## src/i2cm_pkg.sv

```systemverilog
// Shared types and constants for the I2C master register access unit.
// No dependencies.
`default_nettype none
package i2cm_pkg;
  localparam int WRITE_DEPTH_DEF = 16;
  localparam logic [15:0] ACK_TIMEOUT_RST = 16'd5000;
  localparam logic [15:0] WAIT_MAX = 16'hffff;

  localparam logic [1:0] REQ_TICK = 2'd0;
  localparam logic [1:0] REQ_CMD  = 2'd1;
  localparam logic [1:0] REQ_LOAD = 2'd2;

  localparam logic [1:0] ST_OK      = 2'd0;
  localparam logic [1:0] ST_TIMEOUT = 2'd1;
  localparam logic [1:0] ST_COUNT   = 2'd2;

  localparam logic [0:0] CFG_REG_EN  = 1'd0;
  localparam logic [0:0] CFG_TIMEOUT = 1'd1;

  typedef enum logic [1:0] {
    KIND_ADDR_W = 2'd0, KIND_REG = 2'd1, KIND_ADDR_R = 2'd2, KIND_DATA = 2'd3
  } kind_t;

  typedef enum logic [15:0] {
    PH_IDLE  = 16'h0001, PH_START1 = 16'h0002, PH_START2 = 16'h0004,
    PH_TXL   = 16'h0008, PH_TXH    = 16'h0010, PH_ACKL   = 16'h0020,
    PH_ACKW  = 16'h0040, PH_GAP    = 16'h0080, PH_RS1    = 16'h0100,
    PH_RXL   = 16'h0200, PH_RXH    = 16'h0400, PH_MAL    = 16'h0800,
    PH_MAH   = 16'h1000, PH_STOP1  = 16'h2000, PH_STOP2  = 16'h4000,
    PH_STOP3 = 16'h8000
  } phase_t;

  typedef struct packed {
    logic [1:0] req_type;
    logic       sda_in;
    logic       is_read;
    logic [6:0] slave_address;
    logic [7:0] register_address;
    logic [7:0] byte_count;
    logic [7:0] data_byte;
  } word_t;

  typedef struct packed {
    logic       scl_level;
    logic       sda_level;
    logic       busy_res;
    logic       read_valid;
    logic [7:0] read_data;
    logic       done_res;
    logic [1:0] status;
  } res_t;
endpackage
`default_nettype wire

```

## src/i2cm_front.sv

```systemverilog
// Input stage: accepts words and holds them in a two-entry queue.
// Depends on i2cm_pkg.
`default_nettype none
module i2cm_front import i2cm_pkg::*; (
  input  wire logic  clk,
  input  wire logic  rst,
  input  wire logic  in_valid,
  output logic       in_ready,
  input  wire word_t in_word,
  output logic       q_valid,
  output word_t      q_word,
  input  wire logic  q_take
);
  word_t mem [2];
  logic       wr_ptr, rd_ptr;
  logic [1:0] count;
  logic       push, pop;

  assign in_ready = (count != 2'd2);
  assign push = in_valid && in_ready;
  assign pop = q_valid && q_take;
  assign q_valid = (count != 2'd0);
  assign q_word = mem[rd_ptr];

  always_ff @(posedge clk) begin
    if (push) mem[wr_ptr] <= in_word;
    if (rst) begin
      wr_ptr <= 1'b0;
      rd_ptr <= 1'b0;
      count <= 2'd0;
    end else begin
      if (push) wr_ptr <= ~wr_ptr;
      if (pop) rd_ptr <= ~rd_ptr;
      count <= count + {1'b0, push} - {1'b0, pop};
    end
  end

  a_no_overflow: assert property (@(posedge clk) disable iff (rst)
    count == 2'd2 |-> !in_ready) else $error("queue overflow");
  a_cnt_range: assert property (@(posedge clk) disable iff (rst)
    count != 2'd3) else $error("queue count out of range");
  a_pop_nonempty: assert property (@(posedge clk) disable iff (rst)
    pop |-> count != 2'd0) else $error("pop of empty queue");
endmodule
`default_nettype wire

```

## src/i2cm_back.sv

```systemverilog
// Bus sequencer: executes one queued word per cycle into a result register, unless out_ready stalls the result.
// Depends on i2cm_pkg.
`default_nettype none
module i2cm_back import i2cm_pkg::*; #(
  parameter int WRITE_DEPTH = WRITE_DEPTH_DEF
) (
  input  wire logic        clk,
  input  wire logic        rst,
  input  wire logic        q_valid,
  input  wire word_t       q_word,
  output logic             q_take,
  input  wire logic        reg_en,
  input  wire logic [15:0] ack_timeout,
  output logic             out_valid,
  input  wire logic        out_ready,
  output res_t             out_res
);
  localparam int AW = (WRITE_DEPTH > 1) ? $clog2(WRITE_DEPTH) : 1;
  localparam int FW = $clog2(WRITE_DEPTH + 1);
  localparam logic [FW-1:0] FULL = FW'(WRITE_DEPTH);

  logic [7:0] wbuf [WRITE_DEPTH];
  phase_t phase, phase_next;
  kind_t  kind, kind_next;
  logic [3:0]  bit_index, bit_next;
  logic [7:0]  shift_register, shift_next;
  logic [7:0]  bytes_left, left_next;
  logic [15:0] wait_counter, wait_next;
  logic [FW-1:0] write_fill, fill_next, data_pos, pos_next;
  logic [14:0] latched_command, cmd_next;
  logic        rd_latched, rd_next;
  logic        scl, sda, scl_next, sda_next;
  logic [1:0]  pending, pending_next;
  logic [7:0]  buf_rd;
  res_t        res;
  logic        idle;
  logic        wr_en;
  logic [15:0] wait_inc;

  assign q_take = q_valid && (!out_valid || out_ready);
  assign idle = (phase == PH_IDLE);
  assign wait_inc = (wait_counter < WAIT_MAX) ? wait_counter + 16'd1 : wait_counter;
  assign wr_en = q_take && q_word.req_type == REQ_LOAD && idle && write_fill < FULL;

  always_comb begin
    phase_next = phase; kind_next = kind; bit_next = bit_index;
    shift_next = shift_register; left_next = bytes_left; wait_next = wait_counter;
    fill_next = write_fill; pos_next = data_pos; cmd_next = latched_command;
    rd_next = rd_latched; scl_next = scl; sda_next = sda; pending_next = pending;
    res = '0;
    case (q_word.req_type)
      REQ_LOAD: if (wr_en) fill_next = write_fill + FW'(1);
      REQ_CMD: if (idle) begin
        if (!q_word.is_read && {{(FW > 8 ? FW - 8 : 0){1'b0}}, q_word.byte_count}
            > {{(FW > 8 ? 0 : 8 - FW){1'b0}}, write_fill}) begin
          res.done_res = 1'b1;
          res.status = ST_COUNT;
          fill_next = '0;
        end else begin
          cmd_next = {q_word.register_address, q_word.slave_address};
          rd_next = q_word.is_read;
          left_next = q_word.byte_count;
          pos_next = '0;
          pending_next = ST_OK;
          wait_next = '0;
          shift_next = {q_word.slave_address, 1'b0};
          bit_next = '0;
          kind_next = KIND_ADDR_W;
          phase_next = PH_START1;
        end
      end
      REQ_TICK: begin
        case (phase)
          PH_IDLE: ;
          PH_START1: begin scl_next = 1'b1; sda_next = 1'b1; phase_next = PH_START2; end
          PH_START2: begin scl_next = 1'b1; sda_next = 1'b0; phase_next = PH_TXL; end
          PH_TXL: begin scl_next = 1'b0; sda_next = shift_register[7]; phase_next = PH_TXH; end
          PH_TXH: begin
            scl_next = 1'b1; sda_next = shift_register[7];
            shift_next = {shift_register[6:0], 1'b0};
            bit_next = bit_index + 4'd1;
            phase_next = (bit_index + 4'd1 >= 4'd8) ? PH_ACKL : PH_TXL;
          end
          PH_ACKL: begin
            scl_next = 1'b0; sda_next = 1'b1; wait_next = '0; phase_next = PH_ACKW;
          end
          PH_ACKW: begin
            scl_next = 1'b1; sda_next = 1'b1;
            if (!q_word.sda_in) begin
              case (kind)
                KIND_ADDR_W, KIND_REG: begin
                  if (kind == KIND_ADDR_W && reg_en) begin
                    shift_next = latched_command[14:7]; bit_next = '0;
                    kind_next = KIND_REG; phase_next = PH_TXL;
                  end else if (rd_latched) begin
                    phase_next = PH_RS1;
                  end else if (bytes_left == 8'd0 || data_pos >= FULL) begin
                    phase_next = PH_STOP1;
                  end else begin
                    shift_next = buf_rd; bit_next = '0; kind_next = KIND_DATA;
                    phase_next = PH_TXL; pos_next = data_pos + FW'(1);
                  end
                end
                KIND_ADDR_R: begin
                  if (bytes_left == 8'd0) phase_next = PH_STOP1;
                  else begin
                    shift_next = '0; bit_next = '0; phase_next = PH_RXL;
                  end
                end
                default: begin
                  if (bytes_left != 8'd0) left_next = bytes_left - 8'd1;
                  phase_next = PH_GAP;
                end
              endcase
            end else begin
              wait_next = wait_inc;
              if (wait_inc >= ack_timeout) begin
                pending_next = ST_TIMEOUT; phase_next = PH_STOP1;
              end
            end
          end
          PH_GAP: begin
            scl_next = 1'b0; sda_next = 1'b1;
            if (bytes_left == 8'd0 || data_pos >= FULL) phase_next = PH_STOP1;
            else begin
              shift_next = buf_rd; bit_next = '0; kind_next = KIND_DATA;
              phase_next = PH_TXL; pos_next = data_pos + FW'(1);
            end
          end
          PH_RS1: begin
            scl_next = 1'b0; sda_next = 1'b1;
            shift_next = {latched_command[6:0], 1'b1}; bit_next = '0;
            kind_next = KIND_ADDR_R; phase_next = PH_START1;
          end
          PH_RXL: begin scl_next = 1'b0; sda_next = 1'b1; phase_next = PH_RXH; end
          PH_RXH: begin
            scl_next = 1'b1; sda_next = 1'b1;
            shift_next = {shift_register[6:0], q_word.sda_in};
            bit_next = bit_index + 4'd1;
            if (bit_index + 4'd1 >= 4'd8) begin
              res.read_valid = 1'b1;
              res.read_data = {shift_register[6:0], q_word.sda_in};
              if (bytes_left != 8'd0) left_next = bytes_left - 8'd1;
              phase_next = PH_MAL;
            end else phase_next = PH_RXL;
          end
          PH_MAL: begin
            scl_next = 1'b0; sda_next = (bytes_left == 8'd0); phase_next = PH_MAH;
          end
          PH_MAH: begin
            scl_next = 1'b1; sda_next = (bytes_left == 8'd0);
            if (bytes_left == 8'd0) phase_next = PH_STOP1;
            else begin
              shift_next = '0; bit_next = '0; phase_next = PH_RXL;
            end
          end
          PH_STOP1: begin scl_next = 1'b0; sda_next = 1'b0; phase_next = PH_STOP2; end
          PH_STOP2: begin scl_next = 1'b1; sda_next = 1'b0; phase_next = PH_STOP3; end
          PH_STOP3: begin
            scl_next = 1'b1; sda_next = 1'b1;
            res.done_res = 1'b1; res.status = pending;
            if (!rd_latched) fill_next = '0;
            phase_next = PH_IDLE;
          end
          default: phase_next = PH_IDLE;
        endcase
      end
      default: ;
    endcase
    res.scl_level = scl_next;
    res.sda_level = sda_next;
    res.busy_res = (phase_next != PH_IDLE);
  end

  // Prefetch the next write byte; data_pos settles well before its use.
  always_ff @(posedge clk) begin
    if (wr_en) wbuf[write_fill[AW-1:0]] <= q_word.data_byte;
    buf_rd <= wbuf[data_pos[AW-1:0]];
  end

  always_ff @(posedge clk) begin
    if (q_take) out_res <= res;
    if (rst) begin
      phase <= PH_IDLE; kind <= KIND_ADDR_W; bit_index <= '0; shift_register <= '0;
      bytes_left <= '0; wait_counter <= '0; write_fill <= '0; data_pos <= '0;
      latched_command <= '0; rd_latched <= 1'b0; scl <= 1'b1; sda <= 1'b1;
      pending <= ST_OK; out_valid <= 1'b0;
    end else begin
      if (q_take) begin
        phase <= phase_next; kind <= kind_next; bit_index <= bit_next;
        shift_register <= shift_next; bytes_left <= left_next; wait_counter <= wait_next;
        write_fill <= fill_next; data_pos <= pos_next; latched_command <= cmd_next;
        rd_latched <= rd_next; scl <= scl_next; sda <= sda_next; pending <= pending_next;
      end
      if (q_take) out_valid <= 1'b1;
      else if (out_ready) out_valid <= 1'b0;
    end
  end

  a_fill_bound: assert property (@(posedge clk) disable iff (rst)
    write_fill <= FULL) else $error("write fill beyond depth");
  a_hold_stall: assert property (@(posedge clk) disable iff (rst)
    out_valid && !out_ready |=> $stable(out_res)) else $error("result lost");
  a_done_idle: assert property (@(posedge clk) disable iff (rst)
    q_take && res.done_res |=> phase == PH_IDLE) else $error("done while busy");
  a_onehot: assert property (@(posedge clk) disable iff (rst)
    $onehot(phase)) else $error("phase not one-hot");
endmodule
`default_nettype wire

```

## src/i2c_master_register_access_unit.sv

```systemverilog
// Top level of the I2C master register access unit.
// Depends on i2cm_pkg, i2cm_front and i2cm_back.
// Flow: a word accepted into the queue leaves it when the sequencer takes it, and its
// result is then registered in out_res, when out_valid rises.
// Throughput: one word per cycle while out_ready does not stall the result register.
// Reset: synchronous, clears queue and sequencer (idle, lines released), sets config to defaults.
`default_nettype none
module i2c_master_register_access_unit import i2cm_pkg::*; #(
  parameter int WRITE_DEPTH = WRITE_DEPTH_DEF
) (
  input  wire logic        clk,
  input  wire logic        rst,
  input  wire logic        cfg_we,
  input  wire logic [0:0]  cfg_index,
  input  wire logic [15:0] cfg_data,
  input  wire logic        in_valid,
  output logic             in_ready,
  input  wire logic [1:0]  req_type,
  input  wire logic        sda_in,
  input  wire logic        is_read,
  input  wire logic [6:0]  slave_address,
  input  wire logic [7:0]  register_address,
  input  wire logic [7:0]  byte_count,
  input  wire logic [7:0]  data_byte,
  output logic             out_valid,
  input  wire logic        out_ready,
  output logic             scl_level,
  output logic             sda_level,
  output logic             busy_res,
  output logic             read_valid,
  output logic [7:0]       read_data,
  output logic             done_res,
  output logic [1:0]       status
);
  word_t in_word, q_word;
  res_t  res;
  logic  q_valid, q_take;
  logic  reg_en;
  logic [15:0] ack_timeout;

  // Config registers; the user must write them only while idle, the block does not enforce it.
  always_ff @(posedge clk) begin
    if (rst) begin
      reg_en <= 1'b1;
      ack_timeout <= ACK_TIMEOUT_RST;
    end else if (cfg_we) begin
      case (cfg_index)
        CFG_REG_EN:  reg_en <= cfg_data[0];
        CFG_TIMEOUT: ack_timeout <= cfg_data;
        default: ;
      endcase
    end
  end

  assign in_word = '{req_type, sda_in, is_read, slave_address,
                     register_address, byte_count, data_byte};

  i2cm_front u_front (
    .clk, .rst, .in_valid, .in_ready, .in_word,
    .q_valid, .q_word, .q_take
  );

  i2cm_back #(.WRITE_DEPTH(WRITE_DEPTH)) u_back (
    .clk, .rst, .q_valid, .q_word, .q_take, .reg_en, .ack_timeout,
    .out_valid, .out_ready, .out_res(res)
  );

  assign scl_level = res.scl_level;
  assign sda_level = res.sda_level;
  assign busy_res = res.busy_res;
  assign read_valid = res.read_valid;
  assign read_data = res.read_data;
  assign done_res = res.done_res;
  assign status = res.status;
endmodule
`default_nettype wire
```

## config.mk

```make
export PLATFORM = sky130hd
export DESIGN_NAME = i2c_master_register_access_unit
export DESIGN_NICKNAME = d
export VERILOG_FILES = /design/src/i2cm_pkg.sv /design/src/i2cm_front.sv /design/src/i2cm_back.sv /design/src/i2c_master_register_access_unit.sv
export SDC_FILE = /design/constraint.sdc
export NUM_CORES = 1
export LEC_CHECK = 0
export ABC_AREA = 1
export BUFFER_PORTS_ARGS = -buffer_cell sky130_fd_sc_hd__buf_2
export CAP_MARGIN = 30
export CORE_MARGIN = 2
export CORE_UTILIZATION = 49
export CTS_BUF_LIST = sky130_fd_sc_hd__clkbuf_8
export DETAILED_ROUTE_END_ITERATION = 10
export HOLD_SLACK_MARGIN = 0.08
export PLACE_DENSITY = 0.66
export SYNTH_ARGS = -nofsm -noshare
export SYNTH_HDL_FRONTEND = slang
export SYNTH_HIERARCHICAL = 1
export SYNTH_SLANG_ARGS = --single-unit
export TNS_END_PERCENT = 1
```

## constraint.sdc

```tcl
create_clock -name clk -period 5.85 [get_ports clk]
set_input_delay 0.8775 -clock clk [delete_from_list [all_inputs] [get_ports clk]]
set_output_delay 0.8775 -clock clk [all_outputs]
set_load 0.01 [all_outputs]
```

* Word level (Yosys, flattened, before mapping)
Memory sizes are Yosys's and may differ from the RTL's. A register that Yosys moved wholly into a read port is not among the register bits. Index checks and enable logic that the tools add are counted.
Word-level totals: RAM bits 198, bits of input ports 57, word-level logic and storage cells 226, memories 2, bits in registers 121, output and inout bits 17
Memories:
- u_back.wbuf | words 16, bits a word 8, rd ports 1, clocked after Yosys merged registers in 1, wr ports 1, RTL line i2cm_back.sv:22 | logic [7:0] wbuf [WRITE_DEPTH];
- u_front.mem | words 2, bits a word 35, rd ports 1, clocked after Yosys merged registers in 1, wr ports 1, RTL line i2cm_front.sv:14 | word_t mem [2];
Operators by class: bitwise operators 4, $add $sub $neg 7, reductions and logical operators 42, order comparisons 6, equality and inequality tests 47, muxes and demuxes 92
Operator list (count):
- 16-bit one-hot mux with 15 select lines | 1
- 16-bit 2-to-1 mux | 10
- 16-bit one-hot mux with 2 select lines | 4
- 8-bit 2-to-1 mux | 13
- 8-bit one-hot mux with 2 select lines | 4
- 5-bit 2-to-1 mux | 12
- 8-bit one-hot mux with 6 select lines | 1
- 8-bit AND reduction | 4
- 14-bit 2-to-1 mux | 2
- 4-bit 2-to-1 mux | 7
- 3-bit inequality test (second input constant) | 8
- 2-bit 2-to-1 mux | 10
- 4-bit one-hot mux with 5 select lines | 1
- 5-bit one-hot mux with 2 select lines | 2
- 16-bit by 1-bit adder with 16-bit output (second input constant) | 1
- 16-bit by 1-bit equality test with 1-bit output (second input constant) | 1
- 16-bit by 10-bit equality test with 1-bit output (second input constant) | 1
- 16-bit by 11-bit equality test with 1-bit output (second input constant) | 1
- 16-bit by 12-bit equality test with 1-bit output (second input constant) | 1
- 16-bit by 13-bit equality test with 1-bit output (second input constant) | 1
- 16-bit by 14-bit equality test with 1-bit output (second input constant) | 1
- 16-bit by 15-bit equality test with 1-bit output (second input constant) | 1
- 16-bit equality test (second input constant) | 1
- 16-bit by 2-bit equality test with 1-bit output (second input constant) | 1
- other kinds (59) | 109

* Logic depth before layout (Yosys ltp)
depth after elaboration 10, gate-level depth with buffers 25, gate-level depth less buffers 25

* By module
Netlist, hierarchy kept.
Modules (own cells, without submodules):
- i2cm_back | area each 12400.6 sq um, instances 1, cells each 1513, seq. area each 6135.9 sq um
- i2cm_front | area each 2924.1 sq um, instances 1, cells each 146, seq. area each 2202.1 sq um
- i2c_master_register_access_unit | area each 719.4 sq um, instances 1, cells each 99, seq. area each 340.3 sq um

* Worst setup path after synthesis
No wires, ideal clock.
path kind input port to flip-flop, start input out_ready, end register u_front.count[1], data arrival time 3.042 ns, data required time 5.735 ns, cell stages on the path 14, slack 2.693 ns, buffers on the path 2, cell sequence inv_1 nand2_1 nand2_1 inv_1 clkbuf_1 buf_1 inv_1 nor2_1 ha_1 inv_1 ha_1 nand2_1 a21oi_1 nor2_1
On the way: longest elaborated chain between the ends 4
RTL lines:
- from (decl) | RTL line i2c_master_register_access_unit.sv:26 | input wire logic out_ready,
- 1-bit logical OR | RTL line i2cm_back.sv:40 | assign q_take = q_valid && (!out_valid || out_ready);
- 1-bit logical AND | RTL line i2cm_back.sv:40
- named net q_take | RTL line i2c_master_register_access_unit.sv:37 | logic q_valid, q_take;
- 1-bit logical AND | RTL line i2cm_front.sv:21 | assign pop = q_valid && q_take;
- named net u_front.pop | RTL line i2cm_front.sv:17 | logic push, pop;
- 2-bit by 1-bit subtractor with 2-bit output | RTL line i2cm_front.sv:34 | count <= count + {1'b0, push} - {1'b0, pop};
- to (signal assigned) | RTL line i2cm_front.sv:34
- to (decl) | RTL line i2cm_front.sv:16 | logic [1:0] count;
The timed path passes the listed nets, and every way through them passes these cells. A chain may end at the register's enable or synchronous reset.

==> impl_summary.log <==
INFO  metric worst-setup-path-type = flip-flop to flip-flop
INFO  metric synthesis.nets = 1846
INFO  metric synth_area_per_cell = 9.126 um2
INFO  metric clockPowerShare = 25.0%
INFO  metric core = 32370 um2
INFO  metric report.final.setup_viol = 0
INFO  metric final.setup_skew = 0.02793 ns
INFO  metric post_drt_wl_per_cell = 17.22 um
INFO  metric postSynthRegisterBits = 327
INFO  metric crit_path_end_kind = flip-flop
INFO  metric clk_pin_slew_worst_paths = 0.06 ns
INFO  metric grt_max_degree = 68
INFO  metric power_report.internal_total = 4.641 mW
INFO  metric diodes = 0
INFO  metric placement.cell_area = 16700 um2
INFO  metric cts.sink_count = 327
INFO  metric status = finished, final reports clean
INFO  metric synth.lib_cells_used.distinct = 52
INFO  metric tightest_slew = 0.9667 ns
INFO  metric finish.net_count = 1917
INFO  metric vias_per_cell = 5.440
INFO  metric cts-hold-fix-buffers = 0
INFO  metric ctsResizeCount = 0
INFO  metric critical-path-top-delay-family = simple AND/OR/NAND/NOR gates
INFO  metric worst_skew_pair_later_pin_latency = 0.61 ns
INFO  metric postSynthCellCount = 1758
INFO  metric die_w = 185.0 um
INFO  metric setup.worst_path.start_class = flip-flop
INFO  metric min-delay-path-class = input port to flip-flop
INFO  metric worstHoldEndpoint = u_front/mem[1][0]
INFO  metric drt-total-wl = 39910 um
INFO  metric globalRoute.totalOverflow = 0
INFO  metric maxCapViolations = 0
INFO  metric r2r_cells = 24
INFO  metric worst-path-buf-inv = 1
INFO  metric power.share.switching = 39.17%
INFO  metric cts_tree = done
INFO  metric first_global_vias = 11800
INFO  metric timing.slew.headroom = 35.46%
INFO  metric grt_antenna_before_repair = 1
INFO  metric cpMostUsedCell = nand2_1
INFO  metric ir_drop_worst_vdd = 0.2648 mV
INFO  metric p_per_area = 430.3 nW/um2
INFO  metric fin_area = 17730 um2
INFO  metric synthesis.area = 16040 um2
INFO  metric synth.yosys.warnings = 6
INFO  metric flow.area_growth_from_synthesis = 10.52%
INFO  metric drive_gt1_share = 12.16%
INFO  metric clock_tree.htree_level_count = 2
INFO  metric boundaryPins = 74
INFO  metric floorplan.die_area = 34210 um2
INFO  metric worst_hold_path.num_cells = 1
INFO  metric timing.critical_path.cells = ha_1 > nand2_1 > nor2_1 > nand3_1 > nor2_1 > inv_1 > nand3_1 > o21a_1 > ha_1 > nand2_1 > nor2_1 > nand2_1 > nand2_1 > nor2_1 > nand2_1 > nand2_1 > nand2_1 > o21ai_0 > nand2_1 > nand2_1 > nand2_1 > nand2_1 > nor2_1 > nand3_1
INFO  metric critPathSlowestCell = nor2_1
INFO  metric max_freq = 0.2690 GHz
INFO  metric initial_utilization = 49.56%
INFO  metric synthDominantCellAreaShare = 39.87%
INFO  metric critical_path.reg2reg.startpoint = u_back/wait_counter[0]
INFO  metric drtPass1Iterations = 6
INFO  metric yosysTopAreaCell = edfxtp_1
INFO  metric place_worst_setup_slack = 2.185 ns
INFO  metric final.min_clock_period = 3.717 ns
INFO  metric cts_buffers = 54
INFO  metric pwr-share-comb = 35.0%
INFO  metric share_of_the_yosys_chip_area_belonging_to_registers = 54.09%
INFO  metric finalWeightedCongestion = 0.9013
INFO  metric final_cell_mix = nand2_1 (305), nor2_1 (294), edfxtp_1 (213)
INFO  metric cp_max_fo = 7
INFO  metric clk_root_buffer_cell = clkbuf_8
INFO  metric reg2reg_slack = 2.13 ns
INFO  metric io_buffers = 73
INFO  metric unrepaired_setup_endpoints_after_global_routing = no
INFO  metric chipHeight = 185.0 um
INFO  metric final_hold_violation_count = 0
INFO  metric post-route-drc-count = 0
INFO  metric endpoint_of_the_lowest_slack_register_to_register_path = u_back/out_res[12]
INFO  metric grt_first_pass_wirelength = 62690 um
INFO  metric finalMaxSlewViolations = 0
INFO  metric routed_antenna_nets = 0
INFO  metric detail_route.iter0.violations = 1301
INFO  metric min_period_over_period = 63.55%
INFO  metric cts-root-to-sink-buffers = 3
INFO  metric switchingPower = 2.988 mW
INFO  metric postLayoutSetupSlackWorst = 2.133 ns
INFO  metric crit_required = 6.19 ns
INFO  metric hpwlAfterDp = 26990 um
INFO  metric total_via_count_after_detailed_routing = 12610
INFO  metric holdCritStartpoint = data_byte[0]
INFO  metric global_route.usage.total = 23.46%
INFO  metric cellLeakagePower = 7.092 nW
INFO  metric relative_contribution_of_sequential_cells_to_total_power = 40.0%
INFO  metric core.rowCount = 66
INFO  metric max_stage_delay = 0.39 ns
INFO  metric cp_data_arrival_time = 4.05 ns
INFO  metric fin_setup_tns = 0 ns
INFO  metric yosys-top-cells-area = edfxtp_1 (40%), dfxtp_1 (14%), nand2_1 (7.1%)
INFO  metric most_common_cell_after_layout_fill_and_taps_aside = nand2_1
INFO  metric post-cts-setup-buffer-count = 0
state kept, by name, indices dropped and copies added, names as in the netlist, 2 cells and up, named ones only:
name and cells:
u_back/write_fill 5, u_back/wbuf 128, u_back/data_pos 5, u_back/phase 16, u_back/bytes_left 8, u_back/wait_counter 16
u_back/bit_index 4, u_back/out_res 15, u_front/count 2, u_back/shift_register 8, u_front/mem 70, ack_timeout 16
u_back/kind 2, u_back/latched_command 15, u_back/buf_rd 8
through the flow:
stage	util (%)	hold WS (ns)	instances	power, mW
2_1_floorplan	-	0.4207	1758	4.997
3_3_place_gp	51.53	0.4470	2214	5.674
3_5_place_dp	51.60	0.4485	2215	5.716
4_1_cts	54.78	0.4084	2317	7.645
5_1_grt	54.78	0.4252	2317	8.090
6_report	54.78	0.4551	2317	7.630
power by group through the flow:
stage                     logic (mW)  clock network, mW  registers (mW)
after CTS                       2.63               1.96            3.05
after global placement          2.58                  0            3.10
after floorplan                 1.95                  0            3.04
after detailed placement        2.62                  0            3.10
final                           2.67               1.91            3.06
after global routing            2.94               2.06            3.09
cells by family (layout without fill, tap and decap cells):
family                   after synthesis  after routing  synth area share [%]
AND/OR/NAND/NOR                      770            770                 20.39
flip-flops                           327            327                 54.09
adder cells (fa/ha/maj)               31             31                 2.418
XOR/XNOR                              13             13                0.7097
AO/OA/AOI/OAI                        323            323                 11.86
buffers and inverters                246            363                 6.559
multiplexers                          48             48                 3.969
cells in the mapped netlist, drive strengths merged:
cell type	number
a22oi	3
nand3b	4
o21a	9
o31ai	3
a31oi	10
o311ai	2
dfxtp	114
xnor2	3
o2111ai	4
nand4	23
nand3	94
o221ai	14
o21bai	1
o22ai	8
or2	1
a21oi	87
nor2	306
a21boi	2
nor4	6
buf	27
mux2i	13
o211ai	15
ha	31
nand2	318
nor3b	1
o21ai	135
clkinv	5
o32ai	19
edfxtp	213
clkbuf	46
a211oi	10
nor3	17
inv	168
a21o	1
xor2	10
mux2	35
worst max path at each step:
stage / from / cells after the start / to
after CTS: u_back/wait_counter[0] / 24 / u_back/out_res[12]
after global placement: u_back/wait_counter[0] / 24 / u_back/out_res[12]
final: u_back/wait_counter[0] / 24 / u_back/out_res[12]
after global routing: u_back/wait_counter[0] / 22 / u_back/out_res[12]
after floorplan: out_ready / 14 / u_front/count[1]
after detailed placement: u_back/wait_counter[0] / 24 / u_back/out_res[12]
worst reg2reg max path, stage by stage, from the launching register on:
cell     delay, ns
dfxtp_1       0.38
ha_1          0.21
nand2_1       0.08
nor2_1        0.27
nand3_1       0.15
nor2_1        0.39
inv_1         0.19
nand3_1       0.13
o21a_1        0.17
ha_1          0.14
nand2_1       0.06
nor2_1        0.14
nand2_1       0.06
nand2_1       0.05
nor2_1        0.04
nand2_1       0.12
nand2_1       0.14
nand2_1       0.14
o21ai_0       0.10
nand2_1       0.10
nand2_1       0.05
nand2_1       0.09
nand2_1       0.07
nor2_1        0.10
nand3_1       0.07
layout make-up:
cell class	count	area, um2
Clock buffer	57	784.5
Fill cell	2977	14640
Clock inverter	45	245.2
Timing Repair Buffer	88	490.5
Inverter	173	649.4
Multi-Input combinational cell	1185	6329
Tap cell	442	553.0
Sequential cell	327	8681
per-layer routing:
metal	part of all wire, %	up-vias	track usage, %
li1	-	6175	-
met1	43	5892	31.22
met2	47	446	37.59
met3	7.0	92	5.112
met4	3.0	0	8.952
met5	0	-	0
Note: power is estimated with default switching activity, not from simulation.
